**src/design/crc8_fixed_packet_deframer_core_defines.svh**
```systemverilog
// Assertion macros shared by the deframer RTL.
// Depends on a clock named clk and a reset named rst in the using module.
`ifndef CRC8_FIXED_PACKET_DEFRAMER_CORE_DEFINES_SVH
`define CRC8_FIXED_PACKET_DEFRAMER_CORE_DEFINES_SVH

// Same-cycle implication.
`define C8DF_ASSERT_IMPL(label, lhs, rhs, msg) \
  label: assert property (@(posedge clk) disable iff (rst) (lhs) |-> (rhs)) else $error(msg);

// Next-cycle implication.
`define C8DF_ASSERT_NEXT(label, lhs, rhs, msg) \
  label: assert property (@(posedge clk) disable iff (rst) (lhs) |=> (rhs)) else $error(msg);

`endif

```
**src/design/c8df_pkg.sv**
```systemverilog
// Shared types and constants for the CRC-8 packet deframer.
// No dependencies; used by the controller, datapath and top level.
package c8df_pkg;

  localparam int BYTE_W    = 8;
  localparam int FAIL_W    = 16;
  localparam int CFG_IDX_W = 2;
  localparam int CFG_W     = 8;

  // configuration register indexes
  localparam logic [CFG_IDX_W-1:0] REG_CRC_CHECK_ENABLE = 2'd0;
  localparam logic [CFG_IDX_W-1:0] REG_HEADER_VALUE     = 2'd1;
  localparam logic [CFG_IDX_W-1:0] REG_VERSION_VALUE    = 2'd2;
  localparam logic [CFG_IDX_W-1:0] REG_CRC_POLYNOMIAL   = 2'd3;

  // reset values of the configuration registers
  localparam logic              RST_CRC_CHECK_ENABLE = 1'b1;
  localparam logic [BYTE_W-1:0] RST_HEADER_VALUE     = 8'd84;
  localparam logic [BYTE_W-1:0] RST_VERSION_VALUE    = 8'd44;
  localparam logic [BYTE_W-1:0] RST_CRC_POLYNOMIAL   = 8'd77;

  localparam logic [FAIL_W-1:0] FAIL_MAX = '1;

  // controller to datapath
  typedef struct packed {
    logic take_byte;    // input word accepted this cycle
    logic rd_issue;     // read packet store at replay address
    logic load_replay;  // load output register from store read data
    logic load_err;     // load output register with the error word
  } cmd_t;

  // datapath to controller
  typedef struct packed {
    logic final_byte;   // the offered byte would close the packet
    logic pkt_ok;       // CRC matches or checking is off
    logic rd_last;      // replay address points at the last entry
  } stat_t;

endpackage

```
**src/design/c8df_ram.sv**
```systemverilog
// Generic single-write, single-read RAM with registered read data.
// No dependencies.
module c8df_ram #(
  parameter int WIDTH = 8,
  parameter int DEPTH = 47
) (
  input  logic                     clk,
  input  logic                     we,
  input  logic [$clog2(DEPTH)-1:0] waddr,
  input  logic [WIDTH-1:0]         wdata,
  input  logic                     re,
  input  logic [$clog2(DEPTH)-1:0] raddr,
  output logic [WIDTH-1:0]         rdata
);

  logic [WIDTH-1:0] mem [DEPTH];

  always_ff @(posedge clk) begin
    if (we) begin
      mem[waddr] <= wdata;
    end
    if (re) begin
      rdata <= mem[raddr];
    end
  end

endmodule

```
**src/design/c8df_datapath.sv**
```systemverilog
// Datapath: config registers, framing position, running CRC, failure counter,
// packet store and output register. Depends on c8df_pkg and c8df_ram.
module c8df_datapath #(
  parameter int PACKET_LEN = 47
) (
  input  logic                           clk,
  input  logic                           rst,
  input  logic                           cfg_we,
  input  logic [c8df_pkg::CFG_IDX_W-1:0] cfg_index,
  input  logic [c8df_pkg::CFG_W-1:0]     cfg_data,
  input  logic [c8df_pkg::BYTE_W-1:0]    rx_byte,
  input  c8df_pkg::cmd_t                 cmd,
  output c8df_pkg::stat_t                stat,
  output logic [c8df_pkg::BYTE_W-1:0]    packet_byte,
  output logic                           end_of_packet,
  output logic                           crc_error,
  output logic [c8df_pkg::FAIL_W-1:0]    fail_count
);

  localparam int POS_W = $clog2(PACKET_LEN);
  localparam logic [POS_W-1:0] POS_LAST = POS_W'(PACKET_LEN - 1);
  localparam logic [POS_W-1:0] POS_ONE  = POS_W'(1);

  logic                        crc_check_enable;
  logic [c8df_pkg::BYTE_W-1:0] header_value;
  logic [c8df_pkg::BYTE_W-1:0] version_value;
  logic [c8df_pkg::BYTE_W-1:0] crc_polynomial;

  logic [POS_W-1:0]            byte_position;
  logic [c8df_pkg::BYTE_W-1:0] running_crc;
  logic [c8df_pkg::FAIL_W-1:0] failure_counter;
  logic [c8df_pkg::BYTE_W-1:0] err_byte;
  logic [POS_W-1:0]            rd_addr;

  logic                        byte_kept;
  logic                        store_we;
  logic [c8df_pkg::BYTE_W-1:0] crc_next;
  logic [c8df_pkg::BYTE_W-1:0] ram_rdata;

  function automatic logic [7:0] crc8_step(input logic [7:0] crc, input logic [7:0] d,
                                           input logic [7:0] poly);
    logic [7:0] c;
    c = crc ^ d;
    for (int b = 0; b < 8; b++) begin
      c = c[7] ? ((c << 1) ^ poly) : (c << 1);
    end
    return c;
  endfunction

  always_ff @(posedge clk) begin
    if (rst) begin
      crc_check_enable <= c8df_pkg::RST_CRC_CHECK_ENABLE;
      header_value     <= c8df_pkg::RST_HEADER_VALUE;
      version_value    <= c8df_pkg::RST_VERSION_VALUE;
      crc_polynomial   <= c8df_pkg::RST_CRC_POLYNOMIAL;
    end else if (cfg_we) begin
      case (cfg_index)
        c8df_pkg::REG_CRC_CHECK_ENABLE: crc_check_enable <= cfg_data[0];
        c8df_pkg::REG_HEADER_VALUE:     header_value     <= cfg_data;
        c8df_pkg::REG_VERSION_VALUE:    version_value    <= cfg_data;
        c8df_pkg::REG_CRC_POLYNOMIAL:   crc_polynomial   <= cfg_data;
        default: ;
      endcase
    end
  end

  // drop a non-header byte while hunting, and a wrong version byte at position one
  always_comb begin
    byte_kept = 1'b1;
    if (byte_position == '0 && rx_byte != header_value) begin
      byte_kept = 1'b0;
    end
    if (byte_position == POS_ONE && rx_byte != version_value) begin
      byte_kept = 1'b0;
    end
  end

  assign store_we = cmd.take_byte && byte_kept;
  assign crc_next = crc8_step(running_crc, rx_byte, crc_polynomial);

  assign stat.final_byte = (byte_position == POS_LAST);
  assign stat.pkt_ok     = !crc_check_enable || (running_crc == rx_byte);
  assign stat.rd_last    = (rd_addr == POS_LAST);

  always_ff @(posedge clk) begin
    if (rst) begin
      byte_position   <= '0;
      running_crc     <= '0;
      failure_counter <= '0;
    end else if (store_we) begin
      if (byte_position != POS_LAST) begin
        byte_position <= byte_position + POS_ONE;
        running_crc   <= crc_next;
      end else begin
        byte_position <= '0;
        running_crc   <= '0;
        if (!stat.pkt_ok && failure_counter != c8df_pkg::FAIL_MAX) begin
          failure_counter <= failure_counter + 1'b1;
        end
      end
    end
  end

  // hold the received CRC byte for the error word
  always_ff @(posedge clk) begin
    if (store_we) begin
      err_byte <= rx_byte;
    end
  end

  always_ff @(posedge clk) begin
    if (rst) begin
      rd_addr <= '0;
    end else if (cmd.load_replay) begin
      rd_addr <= stat.rd_last ? '0 : rd_addr + POS_ONE;
    end
  end

  c8df_ram #(
    .WIDTH (c8df_pkg::BYTE_W),
    .DEPTH (PACKET_LEN)
  ) u_store (
    .clk   (clk),
    .we    (store_we),
    .waddr (byte_position),
    .wdata (rx_byte),
    .re    (cmd.rd_issue),
    .raddr (rd_addr),
    .rdata (ram_rdata)
  );

  always_ff @(posedge clk) begin
    if (cmd.load_replay) begin
      packet_byte   <= ram_rdata;
      end_of_packet <= stat.rd_last;
      crc_error     <= 1'b0;
      fail_count    <= failure_counter;
    end else if (cmd.load_err) begin
      packet_byte   <= err_byte;
      end_of_packet <= 1'b1;
      crc_error     <= 1'b1;
      fail_count    <= failure_counter;
    end
  end

endmodule

```
**src/design/c8df_ctrl.sv**
```systemverilog
// Controller: input acceptance, replay sequencing and output valid.
// Depends on c8df_pkg and crc8_fixed_packet_deframer_core_defines.svh.
`include "crc8_fixed_packet_deframer_core_defines.svh"

module c8df_ctrl (
  input  logic            clk,
  input  logic            rst,
  input  logic            in_valid,
  output logic            in_ready,
  output logic            out_valid,
  input  logic            out_ready,
  input  c8df_pkg::stat_t stat,
  output c8df_pkg::cmd_t  cmd
);

  localparam logic [1:0] ST_IDLE = 2'd0;
  localparam logic [1:0] ST_RD   = 2'd1;
  localparam logic [1:0] ST_LD   = 2'd2;
  localparam logic [1:0] ST_ERR  = 2'd3;

  logic [1:0] state;
  logic [1:0] state_next;
  logic       out_free;

  assign out_free = !out_valid || out_ready;
  assign in_ready = (state == ST_IDLE);

  always_comb begin
    state_next      = state;
    cmd             = '0;
    cmd.take_byte   = in_valid && in_ready;
    case (state)
      ST_IDLE: begin
        if (in_valid && stat.final_byte) begin
          state_next = stat.pkt_ok ? ST_RD : ST_ERR;
        end
      end
      ST_RD: begin
        cmd.rd_issue = 1'b1;
        state_next   = ST_LD;
      end
      ST_LD: begin
        // read data holds until the output register frees up
        if (out_free) begin
          cmd.load_replay = 1'b1;
          state_next      = stat.rd_last ? ST_IDLE : ST_RD;
        end
      end
      ST_ERR: begin
        if (out_free) begin
          cmd.load_err = 1'b1;
          state_next   = ST_IDLE;
        end
      end
      default: state_next = ST_IDLE;
    endcase
  end

  always_ff @(posedge clk) begin
    if (rst) begin
      state     <= ST_IDLE;
      out_valid <= 1'b0;
    end else begin
      state <= state_next;
      if (cmd.load_replay || cmd.load_err) begin
        out_valid <= 1'b1;
      end else if (out_ready) begin
        out_valid <= 1'b0;
      end
    end
  end

  `C8DF_ASSERT_IMPL(a_load_when_free, cmd.load_replay || cmd.load_err, !out_valid || out_ready, "output word overwritten while stalled")
  `C8DF_ASSERT_NEXT(a_final_starts_emit, in_valid && in_ready && stat.final_byte, state == ST_RD || state == ST_ERR, "final byte did not start emission")
  `C8DF_ASSERT_NEXT(a_replay_ends_idle, cmd.load_replay && stat.rd_last, state == ST_IDLE && out_valid, "replay did not end after last entry")
  `C8DF_ASSERT_IMPL(a_single_load, cmd.load_err, !cmd.load_replay && !cmd.take_byte, "error word loaded alongside other work")

endmodule

```
**src/design/crc8_fixed_packet_deframer_core.sv**
```systemverilog
// Fixed-length packet deframer with CRC-8 check: byte stream in, packet stream out.
// Input s_* takes one received byte per word; output m_* replays packets.
// Config port: cfg_we/cfg_index/cfg_data, to be written only while idle; the block
// itself does not enforce this. After a good packet's final byte is accepted, the
// packet is replayed from the store, each byte by a store read and then an output
// load. A bad packet gives one error word in place of the replay.
// Throughput: one input byte per cycle while framing; s_tready is low while a
// packet or error word is being emitted. The last output word may wait in the
// output register while new bytes come in.
// Reset clears the framing position, running CRC, failure counter and output
// valid and loads the config registers with their reset values; the packet store
// needs no clearing since every entry is written before it is replayed.
// When m_tready is low the output word holds and replay pauses.
// Depends on c8df_pkg, c8df_ctrl, c8df_datapath and c8df_ram.
module crc8_fixed_packet_deframer_core #(
  parameter int PACKET_LEN = 47
) (
  input  logic                           clk,
  input  logic                           rst,
  input  logic                           cfg_we,
  input  logic [c8df_pkg::CFG_IDX_W-1:0] cfg_index,
  input  logic [c8df_pkg::CFG_W-1:0]     cfg_data,
  input  logic                           s_tvalid,
  output logic                           s_tready,
  input  logic [7:0]                     s_tdata,  // [7:0] rx_byte
  output logic                           m_tvalid,
  input  logic                           m_tready,
  output logic [23:0]                    m_tdata,  // [7:0] packet_byte, [23:8] fail_count
  output logic                           m_tlast,  // end_of_packet
  output logic                           m_tuser   // crc_error
);

  c8df_pkg::cmd_t  cmd;
  c8df_pkg::stat_t stat;

  c8df_ctrl u_ctrl (
    .clk       (clk),
    .rst       (rst),
    .in_valid  (s_tvalid),
    .in_ready  (s_tready),
    .out_valid (m_tvalid),
    .out_ready (m_tready),
    .stat      (stat),
    .cmd       (cmd)
  );

  c8df_datapath #(
    .PACKET_LEN (PACKET_LEN)
  ) u_datapath (
    .clk           (clk),
    .rst           (rst),
    .cfg_we        (cfg_we),
    .cfg_index     (cfg_index),
    .cfg_data      (cfg_data),
    .rx_byte       (s_tdata),
    .cmd           (cmd),
    .stat          (stat),
    .packet_byte   (m_tdata[7:0]),
    .end_of_packet (m_tlast),
    .crc_error     (m_tuser),
    .fail_count    (m_tdata[23:8])
  );

endmodule
```
**config.mk**
```make
export PLATFORM = sky130hd
export DESIGN_NAME = crc8_fixed_packet_deframer_core
export DESIGN_NICKNAME = d
export VERILOG_FILES = /design/src/design/c8df_pkg.sv /design/src/design/c8df_ram.sv /design/src/design/c8df_datapath.sv /design/src/design/c8df_ctrl.sv /design/src/design/crc8_fixed_packet_deframer_core.sv
export VERILOG_INCLUDE_DIRS = /design/src /design/src/design
export SDC_FILE = /design/constraint.sdc
export NUM_CORES = 1
export LEC_CHECK = 0
export BUFFER_PORTS_ARGS = -buffer_cell sky130_fd_sc_hd__buf_2
export CAP_MARGIN = 20
export CORE_MARGIN = 4
export CORE_UTILIZATION = 45
export CTS_BUF_LIST = sky130_fd_sc_hd__clkbuf_4
export CTS_CLUSTER_DIAMETER = 40
export DETAILED_ROUTE_END_ITERATION = 10
export GPL_TIMING_DRIVEN = 0
export MAX_ROUTING_LAYER = met4
export PLACE_DENSITY = 0.65
export SLEW_MARGIN = 20
export SYNTH_ARGS = -nofsm -noshare
export SYNTH_HDL_FRONTEND = slang
export SYNTH_SLANG_ARGS = --single-unit
```
**constraint.sdc**
```tcl
create_clock -name clk -period 4.4 [get_ports clk]
set_clock_uncertainty 0.1 [all_clocks]
set_input_delay 0.44 -clock clk [delete_from_list [all_inputs] [get_ports clk]]
set_output_delay 0.44 -clock clk [all_outputs]
set_load 0.02 [all_outputs]
```
== Word level (Yosys, flattened, before mapping) ==
Memories as Yosys holds them, arrays and structs flattened. A register that Yosys moved wholly into a read port is not among the register bits.
Cells that the tools add are included.

* Eq/ne operators: 17
* Muxes and demuxes: 33
* Add/sub/neg operators: 3
* Reduce and logical (&&, ||, !) cells: 23
* Bitwise gates (word level): 10

{| class="wikitable"
|+ Operators by type and width
! operator !! count
|-
| $mux 8 || 11
|-
| $xor 8x8->8 || 9
|-
| $mux 16 || 2
|-
| $add 16x1->16 const B || 1
|-
| $ne 16x16->1 const B || 1
|-
| $ne 8x8->1 || 2
|-
| $mux 1 || 13
|-
| $add 6x1->6 const B || 2
|-
| $eq 6x6->1 const B || 2
|-
| $mux 6 || 2
|-
| $eq 2x2->1 const B || 4
|-
| $eq 8x8->1 || 1
|-
| $mux 2 || 4
|-
| $pmux 2 s4 || 1
|-
| $reduce_and 2->1 || 4
|-
| $eq 6x1->1 const B || 1
|-
| $logic_and 1x1->1 || 6
|-
| $logic_not 6->1 || 1
|-
| $ne 6x6->1 const B || 1
|-
| $reduce_and 3->1 || 2
|-
| $eq 2x1->1 const B || 2
|-
| $logic_not 2->1 || 2
|-
| $ne 2x1->1 const B || 2
|-
| $reduce_bool 2->1 || 2
|-
| other kinds (4) || 8
|}

* Input port bits: 23
* Memories: 1
* Register bits after elaboration: 98
* Memory bits (writable): 376

{| class="wikitable"
|+ Memory list
! memory !! depth !! bits a word !! read ports !! clocked after Yosys merged registers in !! wr ports !! line !! text
|-
| u_datapath.u_store.mem || 47 || 8 || 1 || 1 || 1 || c8df_ram.sv:16 || <nowiki>logic [WIDTH-1:0] mem [DEPTH];</nowiki>
|}

== Depth between registers and ports, before layout ==
Gate-level depths: netlist of the first run.

* Word-level depth: 18
* Gate-level depth with buffers: 14

== Modules after synthesis ==
Synthesis of the first run repeated with hierarchy kept, for this count alone.

* Cells, all modules: 1440
* Area, all modules: 20673.6 um^2

{| class="wikitable"
|+ By module, submodules not included
! module !! sequential area each (um^2) !! area an instance (um^2) !! times used !! cells an instance
|-
| c8df_ram || 11531.1 || 15119.5 || 1 || 833
|-
| c8df_datapath || 2232.1 || 5401.4 || 1 || 589
|-
| c8df_ctrl || 60.1 || 152.6 || 1 || 18
|}

== Least setup slack after synthesis of the first run ==
Ideal clock, no wire load.

* Path type: input-to-reg
* Start point: input s_tdata[7]
* End point: register u_datapath.running_crc[5] in the netlist's numbering
* Buffers on the path: 2
* Stages on the path: 14
* Arrival time: 3.577 ns
* Setup slack: 0.603 ns
* Data required time: 4.179 ns
* Cell sequence: buf_6 > xnor2_2 > or3_1 > buf_2 > and2_4 > o21a_1 > or3_4 > xnor2_4 > xnor3_4 > mux2i_1 > nor4_2 > o21ai_0 > xnor2_1 > o21ai_1

* Longest elaborated chain between the ends: 16
* Elaborated cells between the ends (all ways): 24
* Those cells by class: 2 x eq/ne; 11 x mux; 8 x bitwise; 3 x reduce/logical

{| class="wikitable"
|+ Ends and longest elaborated chain
! element !! line !! text
|-
| from (decl) || crc8_fixed_packet_deframer_core.sv:25 || <nowiki>input logic [7:0] s_tdata,</nowiki>
|-
| $xor 8x8->8 || c8df_datapath.sv:43 || <nowiki>c = crc ^ d;</nowiki>
|-
| $mux 8 || c8df_datapath.sv:45 || <nowiki>c = c[7] ? ((c << 1) ^ poly) : (c << 1);</nowiki>
|-
| $xor 8x8->8 || c8df_datapath.sv:45 ||
|-
| $mux 8 || c8df_datapath.sv:45 ||
|-
| $mux 8 or $xor 8x8->8 (tied branches) || c8df_datapath.sv:45 ||
|-
| $xor 8x8->8 or $mux 8 (tied branches) || c8df_datapath.sv:45 ||
|-
| $mux 8 or $xor 8x8->8 (tied branches) || c8df_datapath.sv:45 ||
|-
| $xor 8x8->8 or $mux 8 (tied branches) || c8df_datapath.sv:45 ||
|-
| $mux 8 or $xor 8x8->8 (tied branches) || c8df_datapath.sv:45 ||
|-
| $xor 8x8->8 or $mux 8 (tied branches) || c8df_datapath.sv:45 ||
|-
| $mux 8 or $xor 8x8->8 (tied branches) || c8df_datapath.sv:45 ||
|-
| $xor 8x8->8 or $mux 8 (tied branches) || c8df_datapath.sv:45 ||
|-
| $mux 8 or $xor 8x8->8 (tied branches) || c8df_datapath.sv:45 ||
|-
| $xor 8x8->8 or $mux 8 (tied branches) || c8df_datapath.sv:45 ||
|-
| $mux 8 || c8df_datapath.sv:45 ||
|-
| $mux 8 || c8df_datapath.sv:91 || <nowiki>if (byte_position != POS_LAST) begin</nowiki>
|-
| to (signal assigned) || c8df_datapath.sv:93 || <nowiki>running_crc <= crc_next;</nowiki>
|-
| to (decl) || c8df_datapath.sv:30 || <nowiki>logic [c8df_pkg::BYTE_W-1:0] running_crc;</nowiki>
|}

Parallel ways exist; a longest one is shown, timed or not.
A chain may end at the register's enable or synchronous reset.

== Final worst setup path of the first run ==
* Start point: register u_datapath.crc_polynomial[7] in the netlist's numbering
* End point: register u_datapath.running_crc[6] in the netlist's numbering

* Longest elaborated chain between the ends: 16
* Elaborated cells between the ends (all ways): 17
* Those cells by class: 9 x mux; 8 x bitwise

{| class="wikitable"
|+ Ends and longest elaborated chain
! element !! line !! text
|-
| from (decl) || c8df_datapath.sv:27 || <nowiki>logic [c8df_pkg::BYTE_W-1:0] crc_polynomial;</nowiki>
|-
| from (signal assigned) || c8df_datapath.sv:55 || <nowiki>crc_polynomial <= c8df_pkg::RST_CRC_POLYNOMIAL;</nowiki>
|-
| from (signal assigned) || c8df_datapath.sv:61 || <nowiki>c8df_pkg::REG_CRC_POLYNOMIAL: crc_polynomial <= cfg_data;</nowiki>
|-
| $xor 8x8->8 || c8df_datapath.sv:45 ||
|-
| $mux 8 (2 in a row) || c8df_datapath.sv:45 ||
|-
| $xor 8x8->8 || c8df_datapath.sv:45 ||
|-
| $mux 8 || c8df_datapath.sv:45 ||
|-
| $xor 8x8->8 || c8df_datapath.sv:45 ||
|-
| $mux 8 || c8df_datapath.sv:45 ||
|-
| $xor 8x8->8 || c8df_datapath.sv:45 ||
|-
| $mux 8 || c8df_datapath.sv:45 ||
|-
| $xor 8x8->8 || c8df_datapath.sv:45 ||
|-
| $mux 8 || c8df_datapath.sv:45 ||
|-
| $xor 8x8->8 || c8df_datapath.sv:45 ||
|-
| $mux 8 (*) || c8df_datapath.sv:45 ||
|-
| $xor 8x8->8 || c8df_datapath.sv:45 ||
|-
| $mux 8 (*) || c8df_datapath.sv:45 ||
|-
| $mux 8 (*) || c8df_datapath.sv:91 ||
|}

Every way passes the cells marked *; elsewhere a longest branch is shown, timed or not.

==> out/results.tsv, run 1 <==
metric	value	unit
status	finished clean	
layout cells sized above 1	0.268	
synthesized net count	1268	
CP Max Fanout	9	
I/O pins	51	
EDFF count, synth	417	
Post-Route Setup TNS	0	ns
H-tree depth	3	
Std-Cell Rows	77	
footprint of the multi-input gates	6220	µm²
count leader, synth	edfxtp_1	
final hold violation count	0	
DRC viols	0	
Die Span Y	221	µm
leak pwr	7.50	nW
final WL	46.7	mm
gp weighted congestion	0.850	
cell area after layout	23100	µm²
initial antenna violation count	1	
Worst-Skew Late Latency	0.80	ns
top cells by area, synth	edfxtp_1 (61%), mux4_2 (12%), dfxtp_1 (6.4%)	
Pins Over Slew Limit	0	
Yosys Warn Count	0	
Slowest-stage cell, CP	or4_2	
first-pass GRT wire length	71.7	mm
RSZ-0062 raised after global routing	false	
core area	44500	µm²
Final Net Count	1459	
most numerous cell on the critical path	o21ai_1	
register area	13800	µm²
Synth Register Bits	482	
Total GRT Usage	0.203	
Top FF cell, synth	edfxtp_1	
CTS tree	yes	
Initial Util	0.458	
CTS sink cnt	482	
synth cell count leaders	edfxtp_1 (417), nand2_1 (118), mux4_2 (111)	
pre-CTS WS	-0.887	ns
Buffers on Ports	50	
slew margin rel.	0.264	
Slew @ Worst Pin	1.10	ns
Synth top area share	0.615	
worst path arrival time	4.77	ns
Worst path top cell family by delay	compound AO/OA/AOI/OAI gates	
chip width	221	µm
final worst hold slack	0.0581	ns
syn avg cell area	16.5	µm²
sequential share of the synthesized area	0.679	
critical path type	register to register	
DIE AREA	48700	µm²
largest net degree at the start of global routing	52	
vias in the first global route	12000	
worst path bufs/invs	2	
crit path launch type	register	
final worst setup slack	0.229	ns
grt total ovfl	0	
Max-cap violations	0	
fin crit share	0.948	
worst endpoint required time	4.99	ns
Routed Antenna Nets	0	
Synth Instances	1238	
crit end category	register	
hpwl dp	29.9	mm
post-DR wirelength/cell	22.1	µm
Max Buffers Root-to-Sink	3	
setup bufs post-CTS	0	
CP Cell Sequence	clkbuf_2, clkinv_1, o21ai_1, nand2_1, a211oi_1, o31a_1, nor3_1, or4_2, mux2i_1, o31a_2, o21ai_0, xnor2_1, o21ai_1	
Layout fillers	3705	
DR vias	11600	
Worst-path clk slew	0.07	ns
Area Overhead vs Synth	13.7	%
ys async rst share	0	
HP Class	input port to register	
final setup vio count	0	
crit-path max cell delay	0.62	ns
synthesized cell area	20400	µm²
Iter 0 DRT Violations	850	
drt via density	5.50	
area of placed instances	21400	µm²
Final Util	0.520	
cell accounting for the most synthesized area	edfxtp_1	
Final min period	4.17	ns
post-synth cell types	73	
Max VDD drop	194	µV
PwrDens	396	nW/µm²
1st-pass router iterations	7	
fmax	240	MHz
CTS Buf Count	117	
clk root buf	clkbuf_4	
flip-flops by register name (all words and copies together), names as in the netlist, 2 cells and up:
name and count:
u_datapath.header_value 8, u_datapath.byte_position 6, u_datapath.running_crc 8, u_ctrl.state 2, u_datapath.u_store.rdata 8, u_datapath.u_store.mem 376, u_datapath.rd_addr 6, u_datapath.crc_polynomial 8
u_datapath.err_byte 8, u_datapath.version_value 8, u_datapath.fail_count 16, u_datapath.failure_counter 16, u_datapath.packet_byte 8
path summary, 6_finish.rpt:
path | slack [ns] | startpoint | cells past startpoint | end
worst max-delay path | 0.23 | u_datapath.crc_polynomial[7]$_SDFFE_PP0P_ | 13 | u_datapath.running_crc[6]$_SDFFE_PP0P_
worst min-delay path | 0.06 | s_tdata[5] | 1 | u_datapath.u_store.mem[34][5]$_DFFE_PP_
worst max register to register | 0.23 | u_datapath.crc_polynomial[7]$_SDFFE_PP0P_ | 13 | u_datapath.running_crc[6]$_SDFFE_PP0P_
worst min register to register | 0.37 | u_datapath.running_crc[2]$_SDFFE_PP0P_ | 2 | u_datapath.running_crc[2]$_SDFFE_PP0P_
worst register-to-register path, stage by stage, from the launching register on:
cell	delay (ns)
dfxtp_1	0.31
clkbuf_2	0.18
clkinv_1	0.25
o21ai_1	0.49
nand2_1	0.14
a211oi_1	0.48
o31a_1	0.34
nor3_1	0.09
or4_2	0.62
mux2i_1	0.31
o31a_2	0.31
o21ai_0	0.13
xnor2_1	0.24
o21ai_1	0.08
kinds of logic after synthesis:
logic type / synth area share
DFF: 0.679
and+or+nand+nor: 0.0725
muxes: 0.142
AOI/OAI and AO/OA: 0.0363
xor gates and xnor gates: 0.0483
buffers and inverters: 0.0183
adders and majority gates: 0.00430
layer usage:
| metal | track usage | vias to the layer above | share of wire |
|---|---|---|---|
| li1 | - | 5248 | - |
| met5 | - | - | 0 |
| met1 | 0.268 | 5872 | 0.43 |
| met4 | 0.0662 | 0 | 0.021 |
| met3 | 0.0327 | 63 | 0.058 |
| met2 | 0.328 | 419 | 0.50 |
power by group:
part | total [mW] | switching [mW] | internal [mW]
sequential | 4.97 | 0.00831 | 4.96
clock | 3.62 | 1.71 | 1.91
combinational | 0.578 | 0.326 | 0.252
total | 9.17 | 2.04 | 7.13
repair_timing:
item | in CTS | in global routing
hold buffers | 21 | 0
gates resized for setup | 1 | 8
pin swaps | 0 | 1
endpoints found under the setup margin | 1 | 8
hold endpoints to repair | 38 | 0
layout by cell type, fill, tap and decap left out, types with 9 or more instances in the layout:
master / n
nand3_1: 22
dfxtp_1: 65
nand3b_1: 11
nor2_1: 100
buf_1: 14
mux2i_1: 27
nand4_1: 9
a21oi_1: 27
clkinv_2: 12
clkbuf_1: 33
edfxtp_1: 417
dlygate4sd3_1: 21
inv_1: 14
xor2_1: 31
clkinv_1: 20
or3_1: 10
xnor2_1: 44
mux2_2: 10
nand2_1: 118
o21ai_0: 37
buf_2: 49
o21ai_1: 11
mux4_2: 111
clkbuf_4: 174
area by class of cell:
cell class | count | area share
antenna | 1 | 0.000108
buffer | 61 | 0.0136
clock buffer | 173 | 0.0561
clock inverter | 34 | 0.00843
inverter | 16 | 0.00259
multi-input combinational | 679 | 0.269
sequential | 482 | 0.597
tap | 592 | 0.0320
timing repair buffer | 72 | 0.0211
through the flow:
| step | instances | total power [mW] |
|---|---|---|
| after floorplan | 1238 | 5.46 |
| after global placement | 1880 | 5.61 |
| after detailed placement | 1880 | 5.63 |
| after CTS | 2108 | 9.26 |
| after global routing | 2110 | 9.59 |
| final | 2110 | 9.17 |
Note: power is estimated with default switching activity, not from simulation.
==> inputs of run 2 (changes only) <==
--- a/config.mk
+++ b/config.mk
@@ -8,6 +8,8 @@
 export LEC_CHECK = 0
 export BUFFER_PORTS_ARGS = -buffer_cell sky130_fd_sc_hd__buf_2
 export CAP_MARGIN = 20
+export CELL_PAD_IN_SITES_DETAIL_PLACEMENT = 1
+export CELL_PAD_IN_SITES_GLOBAL_PLACEMENT = 2
 export CORE_MARGIN = 4
 export CORE_UTILIZATION = 45
 export CTS_BUF_LIST = sky130_fd_sc_hd__clkbuf_4
@@ -15,7 +17,7 @@
 export DETAILED_ROUTE_END_ITERATION = 10
 export GPL_TIMING_DRIVEN = 0
 export MAX_ROUTING_LAYER = met4
-export PLACE_DENSITY = 0.65
+export PLACE_DENSITY = 0.8
 export SLEW_MARGIN = 20
 export SYNTH_ARGS = -nofsm -noshare
 export SYNTH_HDL_FRONTEND = slang
==> out/results.tsv, run 2 (synthesis gave the netlist of run 1 again) <==
metric	value	unit
met2 usage	0.375	
1st-pass router iterations	6	
Worst-path clk slew	0.07	ns
met3 Use GR	0.0383	
Slowest-stage cell, CP	clkbuf_1	
vias in the first global route	12600	
fin crit share	0.935	
DR vias	11800	
grt total ovfl	0	
Seq pwr share	0.534	
global routing's busiest layer	met2	
core area	44500	µm²
final hold violation count	0	
Final min period	4.11	ns
Initial Util	0.458	
Comb power frac	0.066	
Net Switching	2.13	mW
fmax	243	MHz
worst endpoint required time	4.79	ns
fin cells	2132	
Worst-Skew Late Latency	0.84	ns
cell count after placement	1880	
most frequent cells in the layout	edfxtp_1 (417), clkbuf_4 (171), nand2_1 (118)	
final WL	52.0	mm
Buffers on Ports	50	
Total GRT Usage	0.227	
first-pass GRT wire length	79.3	mm
final setup vio count	0	
drt via density	5.54	
commonest non-fill, non-tap cell in the layout	edfxtp_1	
H-tree depth	3	
Clk pwr share	0.401	
Top Registers	u_datapath.u_store.mem x376, u_datapath.fail_count x16, u_datapath.failure_counter x16	
CP Cell Sequence	clkbuf_1, buf_1, clkbuf_1, mux4_2, mux4_2, mux2i_1, o21ai_0	
initial antenna violation count	1	
CTS Buf Count	117	
hpwl dp	33.3	mm
Largest register FFs	376	
sw frac	0.229	
worst path bufs/invs	3	
worst path arrival time	4.51	ns
gp weighted congestion	0.857	
Pins Over Slew Limit	0	
I/O pins	51	
final worst hold slack	0.0693	ns
Worst path top cell family by delay	buffers and inverters	
crit-path max cell delay	0.65	ns
PwrDens	398	nW/µm²
CTS sink cnt	482	
Iter 0 DRT Violations	821	
leak pwr	7.56	nW
Die Span Y	221	µm
Std-Cell Rows	77	
Max VDD drop	164	µV
cell area after layout	23400	µm²
status	finished clean	
slew margin rel.	0.277	
chip width	221	µm
Max-cap violations	0	
largest net degree at the start of global routing	52	
post-DR wirelength/cell	24.4	µm
Top reg by flops	u_datapath.u_store.mem	
DIE AREA	48700	µm²
Routed Antenna Nets	0	
CP Max Fanout	10	
area of placed instances	21400	µm²
Final Net Count	1470	
HP Class	input port to register	
CTS tree	yes	
Int Pwr	7.18	mW
crit end category	register	
crit path launch type	register	
DRC viols	0	
layout cells sized above 1	0.271	
met1 Use GR	0.297	
Max Buffers Root-to-Sink	3	
critical path type	register to register	
clk root buf	clkbuf_4	
Slew @ Worst Pin	1.08	ns
Area Overhead vs Synth	14.7	%
==> run 2: cell types whose count changed in the layout (fill, tap and decap cells not counted), moves of 2 or more <==
cell | previous run | this run
buf_12 | 0 | 4
clkbuf_4 | 174 | 171
clkinvlp_4 | 0 | 4
clkinv_2 | 12 | 9
diode_2 | 1 | 3
buf_4 | 4 | 8
buf_2 | 49 | 47
dlygate4sd3_1 | 21 | 26
clkinv_1 | 20 | 30
==> run 2: area by class of cell <==
| class | instances | area (µm²) |
|---|---|---|
| fill | 4339 | 21100 |
| antenna | 3 | 7.51 |
| multi-input combinational | 679 | 6230 |
| clock inverter | 46 | 270 |
| timing repair buffer | 83 | 634 |
| sequential | 482 | 13800 |
| buffer | 61 | 314 |
| tap | 592 | 741 |
| clock buffer | 170 | 1280 |
| inverter | 16 | 67.6 |
==> run 2: power groups by stage <==
stage	Combinational (mW)	Sequential (mW)	Clock (mW)
floorplan	0.394	5.07	0
global placement	0.560	5.07	0
detailed placement	0.569	5.07	0
CTS	0.602	4.97	3.83
global route	0.669	4.97	4.11
finish	0.611	4.97	3.73
==> run 2: worst paths after layout <==
check / start / end / slack (ns) / cells past startpoint
max: u_datapath.rd_addr[1]$_SDFFE_PP0P_ / u_datapath.u_store.rdata[2]$_DFFE_PP_ / 0.29 / 7
max reg2reg: u_datapath.rd_addr[1]$_SDFFE_PP0P_ / u_datapath.u_store.rdata[2]$_DFFE_PP_ / 0.29 / 7
min reg2reg: u_datapath.running_crc[2]$_SDFFE_PP0P_ / u_datapath.running_crc[2]$_SDFFE_PP0P_ / 0.37 / 2
min: s_tdata[1] / u_datapath.u_store.mem[20][1]$_DFFE_PP_ / 0.07 / 1
==> run 2: worst register-to-register path, delay by kind of cell (launching register included) <==
family                 cells  cell delay, ns
muxes                      3            1.37
AOI/OAI and AO/OA          1            0.25
DFF                        1            0.44
buffers and inverters      3            1.64
==> run 2: timing repair <==
item	in CTS	in global routing
hold buffers	28	1
setup endpoints to repair	8	13
cloned	0	0
hold endpoints to repair	80	15
setup buffers	0	2
pin swaps	0	2
resized for setup	3	13
==> run 2: per-layer routing <==
metal  vias up  part of all wire
met4         0             0.018
li1       5270                 -
met3        65             0.052
met1      6166              0.42
met2       308              0.51
met5         -                 0
==> run 2: through the flow <==
step | power (mW) | setup TNS [ns] | utilization | setup WS (ns)
2_1_floorplan | 5.46 | 0 | - | 0.603
3_3_place_gp | 5.63 | -25.46 | 0.480 | -1.02
3_5_place_dp | 5.64 | -50.76 | 0.480 | -1.13
4_1_cts | 9.40 | 0 | 0.522 | 0.0649
5_1_grt | 9.74 | -0.00905 | 0.525 | -0.00905
6_report | 9.31 | 0 | 0.525 | 0.288
==> inputs of run 3 (changes only) <==
--- a/config.mk
+++ b/config.mk
@@ -17,7 +17,7 @@
 export DETAILED_ROUTE_END_ITERATION = 10
 export GPL_TIMING_DRIVEN = 0
 export MAX_ROUTING_LAYER = met4
-export PLACE_DENSITY = 0.8
+export PLACE_DENSITY_LB_ADDON = 0.12
 export SLEW_MARGIN = 20
 export SYNTH_ARGS = -nofsm -noshare
 export SYNTH_HDL_FRONTEND = slang
==> out/results.tsv, run 3 (synthesis gave the netlist of run 1 again) <==
metric	value	unit
Worst-Skew Late Latency	0.93	ns
Pins Over Slew Limit	0	
grt total ovfl	0	
fin cells	2148	
I/O pins	51	
Hold Path Depth	1	
RSZ-0062 raised after global routing	false	
final hold violation count	0	
Final min period	4.19	ns
Max-cap violations	0	
leak pwr	7.72	nW
Largest register FFs	376	
crit path launch type	input port	
HP Class	input port to register	
vias in the first global route	12500	
DRC viols	0	
DIE AREA	48700	µm²
initial antenna violation count	2	
Max Buffers Root-to-Sink	3	
chip width	221	µm
area of placed instances	21400	µm²
fin crit share	0.952	
Initial Util	0.458	
Buffers on Ports	50	
crit-path max cell delay	0.53	ns
commonest non-fill, non-tap cell in the layout	edfxtp_1	
cell area after layout	23500	µm²
first-pass GRT wire length	80.0	mm
drt via density	5.52	
final WL	53.5	mm
pre-CTS WS	-1.16	ns
largest net degree at the start of global routing	52	
worst endpoint required time	5.08	ns
1st-pass router iterations	7	
Iter 0 DRT Violations	881	
post-DR wirelength/cell	24.9	µm
Std-Cell Rows	77	
Top reg by flops	u_datapath.u_store.mem	
H-tree depth	4	
layout cells sized above 1	0.284	
crit end category	register	
gp weighted congestion	0.815	
CP Max Fanout	9	
slew margin rel.	0.325	
Final Net Count	1488	
core area	44500	µm²
most frequent cells in the layout	edfxtp_1 (417), clkbuf_4 (203), nand2_1 (118)	
CTS Buf Count	134	
worst path arrival time	4.87	ns
Final Power	9.68	mW
Slowest-stage cell, CP	dlygate4sd3_1	
final setup vio count	0	
Total GRT Usage	0.234	
Routed Antenna Nets	0	
Top Registers	u_datapath.u_store.mem x376, u_datapath.fail_count x16, u_datapath.failure_counter x16	
status	finished clean	
critical path type	input port to register	
CP Cell Sequence	dlygate4sd3_1, buf_4, clkbuf_1, xor2_1, nand3_1, a2bb2oi_1, a211oi_1, nor3_4, buf_4, or4b_1, o2111a_1, xnor3_2, nand2_1, xnor3_1, xnor2_1, o21ai_1	
CTS tree	yes	
final worst hold slack	0.115	ns
CTS sink cnt	482	
Slew @ Worst Pin	1.00	ns
Layout fillers	4339	
hpwl dp	34.0	mm
final worst setup slack	0.211	ns
most numerous cell on the critical path	buf_4	
PwrDens	411	nW/µm²
Max VDD drop	231	µV
Worst-path clk slew	0.06	ns
DR vias	11900	
clk root buf	clkbuf_4	
Reg2Reg Depth	13	
cell count after placement	1880	
fmax	239	MHz
Area Overhead vs Synth	15.6	%
Die Span Y	221	µm
## run 3: changes by cell type in the layout (fill, tap and decap cells not counted), sizes merged
cell,previous run,this run
clkbuf,213,245
clkinv,39,19
inv,16,22
clkinvlp,4,0
diode,3,4
dlygate4sd3,26,27
## run 3: timing repair
action                     in CTS  in global routing
resized for setup               3                  7
setup endpoints to repair       8                 19
hold endpoints to repair      137                239
buffers inserted                0                  2
pin swaps                       0                  1
hold buffers                   24                  7
## run 3: final cells by class
cell class,count,area [µm²],share of cell area
Antenna cell,4,10.0,0.000425
Buffer,61,314,0.0133
Clock buffer,202,1520,0.0644
Clock inverter,28,189,0.00803
Inverter,16,60.1,0.00255
Multi-Input combinational cell,679,6220,0.264
Sequential cell,482,13800,0.587
Tap cell,592,741,0.0315
Timing Repair Buffer,84,669,0.0284
## run 3: worst max-delay path, delay by kind of cell
family / cells / cell delay [ns]
compound gates: 4 / 0.91
xor+xnor: 4 / 1.22
buf+inv: 4 / 1.27
simple gates: 4 / 1.00
## run 3: worst paths after layout
path | to | slack [ns] | startpoint
max reg2reg | u_datapath.running_crc[7]$_SDFFE_PP0P_ | 0.28 | u_datapath.running_crc[7]$_SDFFE_PP0P_
min | u_datapath.err_byte[5]$_DFFE_PP_ | 0.12 | s_tdata[5]
max | u_datapath.running_crc[7]$_SDFFE_PP0P_ | 0.21 | s_tdata[6]
min reg2reg | u_datapath.header_value[0]$_SDFFE_PP0P_ | 0.37 | u_datapath.header_value[0]$_SDFFE_PP0P_
## run 3: per-stage QoR
step                      utilization  setup TNS, ns
final                           0.529              0
after global routing            0.529              0
after CTS                       0.524              0
after detailed placement        0.480         -87.34
after global placement          0.480         -64.07
after floorplan                     -              0
## run 3: power by group
part | internal, mW | total [mW] | switching [mW] | leakage, nW
combinational | 0.269 | 0.616 | 0.347 | 2.38
sequential | 4.96 | 4.97 | 0.00841 | 4.29
clock | 2.26 | 4.09 | 1.83 | 1.04
## run 3: routing by layer
layer / up-vias / GRT usage / share of wire
li1: 5297 / - / -
met1: 6188 / 0.314 / 0.44
met2: 299 / 0.360 / 0.49
met3: 78 / 0.0590 / 0.048
met4: 0 / 0.0659 / 0.023
met5: - / - / 0
